===== config.mk =====
export PLATFORM = sky130hd
export DESIGN_NAME = ils_cell
export DESIGN_NICKNAME = d
export VERILOG_FILES = /design/src/rtl/ils_pkg.sv /design/src/rtl/ils_cell.sv
export SDC_FILE = /design/constraint.sdc
export NUM_CORES = 1
export LEC_CHECK = 0
export BUFFER_PORTS_ARGS = -buffer_cell sky130_fd_sc_hd__buf_2
export CAP_MARGIN = 20
export CORE_MARGIN = 1
export CORE_UTILIZATION = 31
export CTS_CLUSTER_SIZE = 8
export DETAILED_ROUTE_END_ITERATION = 12
export PLACE_DENSITY = 0.81
export RECOVER_POWER = 25
export SLEW_MARGIN = 10
export SYNTH_ARGS = -nofsm -noshare
export SYNTH_HDL_FRONTEND = slang
export SYNTH_SLANG_ARGS = --single-unit

===== constraint.sdc =====
create_clock -name clk_i -period 2.55 [get_ports clk_i]
set_clock_uncertainty 0.15 [all_clocks]
set_input_delay 0.1275 -clock clk_i [delete_from_list [all_inputs] [get_ports clk_i]]
set_output_delay 0.1275 -clock clk_i [all_outputs]
set_load 0.005 [all_outputs]

===== src/rtl/ils_pkg.sv =====
// ils_pkg: shared constants, codes, cell control type and read tree sizing
// for the indexed list store. No dependencies.
package ils_pkg;

  localparam int unsigned DATA_W       = 32;
  localparam int unsigned ACT_W        = 3;
  localparam int unsigned POS_W        = 11;
  localparam int unsigned LEN_W        = 11;
  localparam int unsigned ST_W         = 2;
  localparam int unsigned CAPACITY_DEF = 1024;
  localparam int unsigned CAPACITY_MAX = 65536;
  localparam int unsigned IDX_W        = $clog2(CAPACITY_MAX);
  localparam int unsigned TREE_FANIN   = 32;

  localparam logic [ACT_W-1:0] ACT_GET    = 3'd0;
  localparam logic [ACT_W-1:0] ACT_HEAD   = 3'd1;
  localparam logic [ACT_W-1:0] ACT_TAIL   = 3'd2;
  localparam logic [ACT_W-1:0] ACT_INSERT = 3'd3;
  localparam logic [ACT_W-1:0] ACT_DELETE = 3'd4;

  localparam logic [ST_W-1:0] ST_DONE  = 2'd0;
  localparam logic [ST_W-1:0] ST_RANGE = 2'd1;
  localparam logic [ST_W-1:0] ST_FULL  = 2'd2;

  typedef enum logic [1:0] {
    CELL_HOLD,
    CELL_INS,
    CELL_DEL
  } cell_op_e;

  typedef struct packed {
    cell_op_e                  op;
    logic [IDX_W-1:0]          pos;
    logic signed [DATA_W-1:0]  value;
  } cell_ctl_t;

  // node count of read tree level l (level 0 = leaves)
  function automatic int level_size(int n, int l);
    int s;
    s = n;
    for (int k = 0; k < l; k++) begin
      s = (s + TREE_FANIN - 1) / TREE_FANIN;
    end
    return s;
  endfunction

  function automatic int tree_levels(int n);
    int s;
    int l;
    s = n;
    l = 0;
    for (int k = 0; k < 32; k++) begin
      if (s > 1) begin
        s = (s + TREE_FANIN - 1) / TREE_FANIN;
        l++;
      end
    end
    return l;
  endfunction

  // start of level l in a flat array holding all levels
  function automatic int level_off(int n, int l);
    int o;
    o = 0;
    for (int k = 0; k < l; k++) begin
      o += level_size(n, k);
    end
    return o;
  endfunction

endpackage


===== src/rtl/ils_cell.sv =====
// ils_cell: one list slot; holds a word, shifts from its left or right
// neighbor on insert or delete, and drives its word onto the read tree when selected.
// Depends on ils_pkg.
module ils_cell #(
  parameter int unsigned IDX = 0
) (
  input  logic                              clk_i,
  input  ils_pkg::cell_ctl_t                ctl_i,
  input  logic [ils_pkg::POS_W-1:0]         rd_pos_i,
  input  logic signed [ils_pkg::DATA_W-1:0] left_i,
  input  logic signed [ils_pkg::DATA_W-1:0] right_i,
  output logic signed [ils_pkg::DATA_W-1:0] data_o,
  output logic signed [ils_pkg::DATA_W-1:0] rd_o
);

  localparam int unsigned IW = ils_pkg::IDX_W;
  localparam logic [IW-1:0] IdxC = IW'(IDX);

  logic signed [ils_pkg::DATA_W-1:0] data_q;
  logic signed [ils_pkg::DATA_W-1:0] data_d;

  always_comb begin
    data_d = data_q;
    case (ctl_i.op)
      ils_pkg::CELL_HOLD: data_d = data_q;
      ils_pkg::CELL_INS: begin
        if (IdxC > ctl_i.pos) begin
          data_d = left_i;
        end else if (IdxC == ctl_i.pos) begin
          data_d = ctl_i.value;
        end
      end
      ils_pkg::CELL_DEL: begin
        if (IdxC >= ctl_i.pos) begin
          data_d = right_i;
        end
      end
      default: data_d = data_q;
    endcase
  end

  always_ff @(posedge clk_i) begin
    data_q <= data_d;
  end

  assign data_o = data_q;
  assign rd_o   = (IW'(rd_pos_i) == IdxC) ? data_q : '0;

endmodule


==> results.md, run 1 <==
* Worst vdd ir at roughly 0.00028 V
* CTS Hold Bufs at 37
* Final min period at 2030 ps
* Min-Delay Path Depth at 2
* WL/cell at ~13 um
* All-Layer GR Usage at 0.180
* CTS root buf: clkbuf_8
* WHS at a little under 7 ps
* WHS Endpoint: data_o[25]
* Ys Warns at 0
* Max reg flops at 32
* Cells after Synth at roughly 120
* Chip Height at 76.3 um
* Initial antenna violation count at 0
* Die width at 76.3 um
* Mean Syn Cell Area at 14.9 um^2
* Number of CTS-inserted buffers at 5
* Vias per inst at roughly 4.4
* Critical path capture point type: flip-flop
* Mapped Nets at about 240
* Design area at roughly 3100 um^2
* Detail Placement HPWL at 3500 um
* Synth-to-Final Area Change at 81.4%
* Static Leak at about 1.5 nW
* Crit path max fanout at 19
* DR iter-0 viols at 36
* # setup viols final at 0
* Mapped cell area at 1710 um^2
* Post-synthesis sequential area ratio at 0.561
* Cell-internal power at ~0.001 W
* Ant. Diodes at 0
* DRC violations left at 0
* Grt total ovfl at 0
* 1st-pass router iterations at 4
* Vias at roughly 1700
* Hold path startpoint: right_i[25]
* RSZ-0062 raised after global routing: false
* Placement Cell Area at between 2000 and 3000 um^2
* CP Data Arrival Time at roughly 1900 ps
* Starting Density at 0.329
* Max-slew headroom at 0.604
* # rows at 26
* Clock transition at the registers of the reported paths at 60 ps
* Synth Register Bits at 32
* Worst Path Buf+Inv at 3
* Setup CP Type: primary input to flip-flop
* Final slew viol count at 0
* Final GP Congestion at between 0.7 and 0.8
* Fin crit share at 0.797
* Post-route ant nets at 0
* Comb pwr share at 0.169
* Setup WS pre-CTS at 683 ps
* Crit path max-delay cell type: dlygate4sd3_1
* Delay-heaviest family, CP: buffers and inverters
* Clock Tree Buf Depth at 2
* Worst setup margin at approximately 520 ps
* Final hold violation count at 0
* Required @ worst endpoint at 2420 ps
* Status: completed
* Largest net degree at the start of global routing at 33
* Netlist cell types at 12
* Power Density at between 400 and 500 nW/um^2
* Fraction of power spent switching nets at 0.183
* Layout cells sized above 1 at 0.597
* Vias in the first global route at 1724
* CTS tree: done
* I/O pin count at 190
* Routed WL at around 5100 um
* First-pass GRT wire length at 7990 um
* Seq pwr share at 0.466
* Worst slew pin tran at approximately 590 ps
* Sw power at ~0.00023 W
* Setup TNS at 0 ps
* Layout Nets at around 450
* Total die area at roughly 5800 um^2
* Port-buffer cells at around 160
* Startpoint types: primary input
* Core Area at between 5000 and 6000 um^2
* Max Cap Viol at 0
* Worst path cell trace: buf_2 > nor2b_4 > buf_12 > mux2_2 > dlygate4sd3_1
* CTS resizes at 0
* FMAX at 0.492 GHz
* H-tree levels at 2
* Critical path's largest stage delay at 560 ps
* Worst min path class: primary input to flip-flop
* Clock Power Share at 0.364
* CTS Sinks at 32
* Post-CTS Setup Bufs at 0
## cell usage in the layout (no fill, tap or decap), types with 2 or more instances in the layout
master / n
clkinv_1: 2
and2_1: 32
edfxtp_1: 32
dlygate4sd3_1: 45
buf_12: 2
nor4_1: 6
mux2_2: 22
buf_2: 148
clkbuf_8: 5
mux2_4: 10
clkbuf_1: 8
## metrics by stage
step	std cells	utilization	power, W
2_1_floorplan	115	-	0.000662
3_3_place_gp	337	0.492	0.000734
3_5_place_dp	337	0.492	0.000740
4_1_cts	382	0.584	0.00125
5_1_grt	390	0.597	0.00131
6_report	390	0.597	0.00125
## cell usage after synthesis
| master | count | area, um^2 |
|---|---|---|
| and2_1 | 32 | 200 |
| edfxtp_1 | 32 | 961 |
| mux2_2 | 22 | 248 |
| mux2_4 | 10 | 150 |
| buf_6 | 7 | 78.8 |
| nor4_1 | 6 | 37.5 |
| and3_2 | 1 | 7.51 |
| nand4_1 | 1 | 6.26 |
| nor2_1 | 1 | 3.75 |
| nor2b_1 | 1 | 6.26 |
| nor3_1 | 1 | 5.00 |
| xnor2_1 | 1 | 8.76 |
## final cells by class
cell class / instances / area (um^2)
Clock buffer: 5 / 68.8
Clock inverter: 3 / 37.5
Fill cell: 453 / 2100
Multi-Input combinational cell: 76 / 688
Sequential cell: 32 / 961
Tap cell: 70 / 87.6
Timing Repair Buffer: 204 / 1260
## logic make-up (layout without fill, tap and decap cells)
kind of cell              Yosys count  in the layout  share of synthesized area
and+or+nand+nor                    43             43                      0.156
DFF                                32             32                      0.561
muxes                              32             32                      0.232
xor gates and xnor gates            1              1                    0.00511
buffers and inverters               7            212                     0.0460
## per-layer routing
metal  global-route usage  routed length (um)  vias up
li1                     -                   -      827
met1                0.184                1760      792
met2                0.345                2880      104
met3               0.0515                 373       10
met4               0.0596                  93        0
met5                    0                   0        -
## how the worst max path moves through the flow
stage / from / end / slack [ps] / cells past startpoint
floorplan: ctl_i[35] / data_o[0] / 100 / 3
global placement: ctl_i[47] / data_o[9] / 680 / 5
detailed placement: ctl_i[47] / data_o[9] / 680 / 5
CTS: ctl_i[49] / data_o[13] / 520 / 5
global route: ctl_i[49] / data_o[29] / 430 / 5
finish: ctl_i[49] / data_o[23] / 520 / 5
## power by group through the flow
stage	Sequential, W	Combinational (W)	Clock (W)
after global placement	0.000594	0.000141	0
after global routing	0.000582	0.000230	0.000497
after floorplan	0.000594	0.0000681	0
after detailed placement	0.000594	0.000146	0
final	0.000583	0.000211	0.000455
after CTS	0.000582	0.000198	0.000472
Note: power is estimated with default switching activity, not from simulation.
==> run 2: changes to the inputs <==
Settings changed: ABC_AREA from default to 1, CORE_UTILIZATION 31 to 36, PLACE_DENSITY 0.81 to 0.85.
Clock period 2.55 ns to 1.9 ns, I/O delays scaled along.
==> results.md, run 2 <==
* Fraction of power spent switching nets at 0.223
* Final hold violation count at 0
* Crit path max-delay cell type: dlygate4sd3_1
* Setup TNS at 0 ps
* Synth Register Bits at 32
* Netlist cell types at 12
* Critical path's largest stage delay at around 560 ps
* All-Layer GR Usage at 0.200
* Placement Cell Area at approximately 2700 um^2
* Seq. cell area at ~960 um^2
* Critical path capture point type: flip-flop
* Final GP Congestion at just under 0.8
* Ys Warns at 0
* Mapped Nets at approximately 360
* Sw power at about 0.00035 W
* Vias in the first global route at between 1500 and 2000
* Delay-heaviest family, CP: buffers and inverters
* Area of the multi-input gates at 592 um^2
* Cells after Synth at roughly 230
* 1st-pass router iterations at 4
* RSZ-0062 raised after global routing: false
* Ant. Diodes at 0
* Vias at 2168
* Max Cap Viol at 0
* DRC violations left at 0
* Initial antenna violation count at 0
* # fillers at 382
* Commonest cells after routing, fill and taps aside: 143 x buf_2, 66 x inv_1, 49 x dlygate4sd3_1, 47 x nor2_1, 40 x nand2_1
* Static Leak at between 1.5 and 2 nW
* Max-slew headroom at 0.711
* Top post-synthesis cells by count: 66 x inv_1, 48 x nor2_1, 40 x nand2_1
* Main synth FF type: edfxtp_1
* Top cells by area, synth: edfxtp_1 51%, inv_1 13%, o21ai_2 10%, nor2_1 9.5%, nand2_1 8.0%
* H-tree levels at 2
* Detail Placement HPWL at between 3000 and 4000 um
* Number of CTS-inserted buffers at 5
* Core Area at 4880 um^2
* CTS tree: done
* Crit path max fanout at 36
* Required @ worst endpoint at about 1800 ps
* Synth-to-Final Area Change at 72.6%
* Status: completed
* Post-synth EDFFs at 32
* Seq pwr share at 0.499
* Clock Tree Buf Depth at 2
* Starting Density at 0.387
* # rows at 25
* Mean Syn Cell Area at about 8 um^2
* CP Data Arrival Time at ~1600 ps
* Worst Path Buf+Inv at 3
* Worst slew pin tran at 433 ps
* Port-buffer cells at around 160
* First-pass GRT wire length at slightly above 8000 um
* Startpoint types: primary input
* Max reg flops at 32
* Worst min path class: primary input to flip-flop
* Post-route ant nets at 0
* DR iter-0 viols at between 50 and 60
* Final min period at between 1500 and 2000 ps
* Layout Nets at roughly 570
* Worst vdd ir at between 0.0002 and 0.0003 V
* Post-synthesis sequential area ratio at 0.509
* Clock transition at the registers of the reported paths at 60 ps
* Worst path cell trace: buf_2 > or2_2 > buf_4 > nand2_1 > o21ai_2 > dlygate4sd3_1
* Vias per inst at about 4.3
* Setup CP Type: primary input to flip-flop
* Largest net degree at the start of global routing at 37
* Chip Height at 74.4 um
* Pwr Total at 0.00157 W
* Fin crit share at 0.886
* Comb pwr share at 0.194
* Power Density at 481 nW/um^2
* Mapped cell area at 1890 um^2
* Cell-internal power at 0.00122 W
* Total die area at about 5500 um^2
* CTS Sinks at 32
* FMAX at between 0.5 and 0.6 GHz
* Most common cell in the netlist: inv_1
* Async set-reset flop share out of synthesis at 0
* Routed WL at between 5000 and 6000 um
* Die width at around 74 um
* Design area at between 3000 and 4000 um^2
* Post-CTS Setup Bufs at 0
* Most area-hungry cell type in the Yosys netlist: edfxtp_1
* Grt total ovfl at 0
* CTS root buf: clkbuf_8
* Commonest non-fill, non-tap cell in the layout: buf_2
* Layout cells sized above 1 at 0.401
* Top-area cell type share of the netlist area at 0.509
* WL/cell at 11.0 um
* Final slew viol count at 0
* Clock Power Share at 0.307
* # setup viols final at 0
* WHS at 9.70 ps
* I/O pin count at 190
run 2: cell types whose count changed after synthesis, moves of 8 or more:
cell / previous run / this run
inv_1: 0 / 66
nor2_1: 1 / 48
nand2_1: 0 / 40
and2_1: 32 / 0
mux2_2: 22 / 0
o21ai_2: 0 / 22
mux2_4: 10 / 0
o21ai_1: 0 / 8
run 2: worst paths after layout:
path,start,to,slack [ps],cells past startpoint
max,ctl_i[48],data_o[25],220,6
min,right_i[30],data_o[30],10,3
run 2: routing by layer:
layer / wire, um / GRT usage
met5: 0 / 0
met1: 2020 / 0.185
met4: 147 / 0.0985
met3: 328 / 0.0420
met2: 3070 / 0.403
run 2: cell type report:
type | instances | share of cell area
Timing Repair Buffer | 211 | 0.398
Sequential cell | 32 | 0.295
Multi-Input combinational cell | 123 | 0.182
Inverter | 66 | 0.0760
Tap cell | 67 | 0.0257
Clock buffer | 6 | 0.0223
Clock inverter | 1 | 0.00154
run 2: through the flow:
stage          setup WS [ps]   util  instances
6_report                 216  0.668        506
5_1_grt                  153  0.668        506
4_1_cts                  242  0.673        506
3_5_place_dp             369  0.556        450
3_3_place_gp             415  0.556        450
2_1_floorplan            250      -        231
run 2: what timing repair did:
action / 4_1_cts / 5_1_grt
hold buffers: 49 / 0
gates resized for setup: 0 / 0
hold endpoints to repair: 32 / 0
run 2: cell families (layout without fill, tap and decap cells):
family | after synthesis | after routing | share of synthesized area
and+or+nand+nor | 91 | 91 | 0.185
buffers and inverters | 76 | 284 | 0.178
AOI/OAI and AO/OA | 32 | 32 | 0.129
DFF | 32 | 32 | 0.509
run 2: power by group through the flow:
stage | registers (W) | logic, W | clock network, W
global route | 0.000782 | 0.000336 | 0.000522
CTS | 0.000782 | 0.000301 | 0.000493
global placement | 0.000798 | 0.000200 | 0
floorplan | 0.000798 | 0.000113 | 0
finish | 0.000783 | 0.000304 | 0.000480
detailed placement | 0.000798 | 0.000210 | 0
==> run 3: changes to the inputs <==
Settings changed: RECOVER_POWER 25 to 100.
==> results.md, run 3 (synthesis results as in run 2) <==
* Startpoint types: primary input
* DR iter-0 viols at 53
* Power Density at 490 nW/um^2
* Worst vdd ir at 0.000264 V
* Core Util, Final at 0.644
* Routed WL at between 5000 and 6000 um
* Post-CTS Setup Bufs at 0
* Setup TNS at 0 ps
* Final min period at between 1500 and 2000 ps
* Vias per inst at about 4.3
* Chip Height at roughly 74 um
* Max Cap Viol at 0
* CTS Sinks at 32
* Static Leak at between 1.5 and 2 nW
* Worst slew pin tran at approximately 740 ps
* Final cell count without fillers at around 500
* Ant. Diodes at 0
* Fin crit share at 0.875
* Setup CP Type: primary input to flip-flop
* 1st-pass router iterations at 4
* Post-route ant nets at 0
* Commonest cells after routing, fill and taps aside: 107 x buf_2, 66 x inv_1, 49 x dlygate4sd3_1, 47 x nor2_1, 44 x clkbuf_1
* I/O pin count at 190
* Status: completed
* Core Area at between 4000 and 5000 um^2
* H-tree levels at 2
* Vias at 2164
* Final hold violation count at 0
* Clock transition at the registers of the reported paths at 60 ps
* Number of CTS-inserted buffers at 5
* Grt total ovfl at 0
* Final slew viol count at 0
* RSZ-0062 raised after global routing: false
* Layout Nets at approximately 570
* Port-buffer cells at roughly 160
* Crit path max fanout at 36
* Worst min path class: primary input to flip-flop
* Placement Cell Area at roughly 2700 um^2
* Layout cells sized above 1 at 0.287
* Required @ worst endpoint at 1770 ps
* Pwr Total at between 0.0015 and 0.002 W
* FMAX at around 0.60 GHz
* Vias in the first global route at between 1500 and 2000
* # setup viols final at 0
* Starting Density at 0.387
* Synth-to-Final Area Change at 66.3%
* CTS root buf: clkbuf_8
* Die width at roughly 74 um
* Max-slew headroom at 0.505
* Initial antenna violation count at 0
* Largest net degree at the start of global routing at 37
* Final GP Congestion at ~0.77
* Max reg flops at 32
* WL/cell at 11.1 um
* # rows at 25
* CTS tree: done
* DRC violations left at 0
* Critical path capture point type: flip-flop
* All-Layer GR Usage at 0.200
* CP Data Arrival Time at 1540 ps
* Commonest non-fill, non-tap cell in the layout: buf_2
* Inst Count DP at between 400 and 500
* First-pass GRT wire length at around 8300 um
* Design area at 3140 um^2
* Clock Tree Buf Depth at 2
* Detail Placement HPWL at ~3700 um
* Total die area at between 5000 and 6000 um^2
==> run 3: metal layers <==
layer | global-route usage | vias to the layer above | wire (um)
met5 | 0 | - | 0
met4 | 0.0985 | 0 | 145
met3 | 0.0420 | 14 | 380
met2 | 0.403 | 107 | 3040
met1 | 0.185 | 946 | 2060
li1 | - | 1097 | -
==> run 3: critical path, stage by stage <==
cell	delay, ps
buf_2	100
or2_2	310
buf_4	240
nand2_1	100
o21ai_0	100
dlygate4sd3_1	580
==> run 3: power breakdown <==
part,total [W],switching [W],internal (W)
sequential,0.000783,0.00000000478,0.000783
clock,0.000477,0.000228,0.000248
combinational,0.000279,0.000102,0.000177
total,0.00154,0.000330,0.00121
==> run 3: layout make-up <==
cell class	count	area [um^2]
fillers	442	1740
repair buffers	211	1250
flip-flops and latches	32	961
multi-input cells	123	520
inverters	66	248
well taps	67	83.8
clock buffers	6	72.6
clock inverters	1	5.00
==> run 3: final timing paths <==
path | from | to | slack, ps | depth (start not counted)
worst max-delay path | ctl_i[48] | data_o[25] | 240 | 6
worst min-delay path | right_i[30] | data_o[30] | 10 | 3
==> run 3: per-stage QoR <==
step / hold slack [ps] / setup WS, ps
6_report: 9.52 / 237
5_1_grt: 10.7 / 163
4_1_cts: 1.44 / 242
3_5_place_dp: 223 / 369
3_3_place_gp: 221 / 415
2_1_floorplan: 136 / 250
==> run 3: timing repair <==
action,in CTS,in global routing
hold buffers,49,0
endpoints found under the setup margin,0,0
resized for setup,0,0
endpoints found under the hold margin,32,0
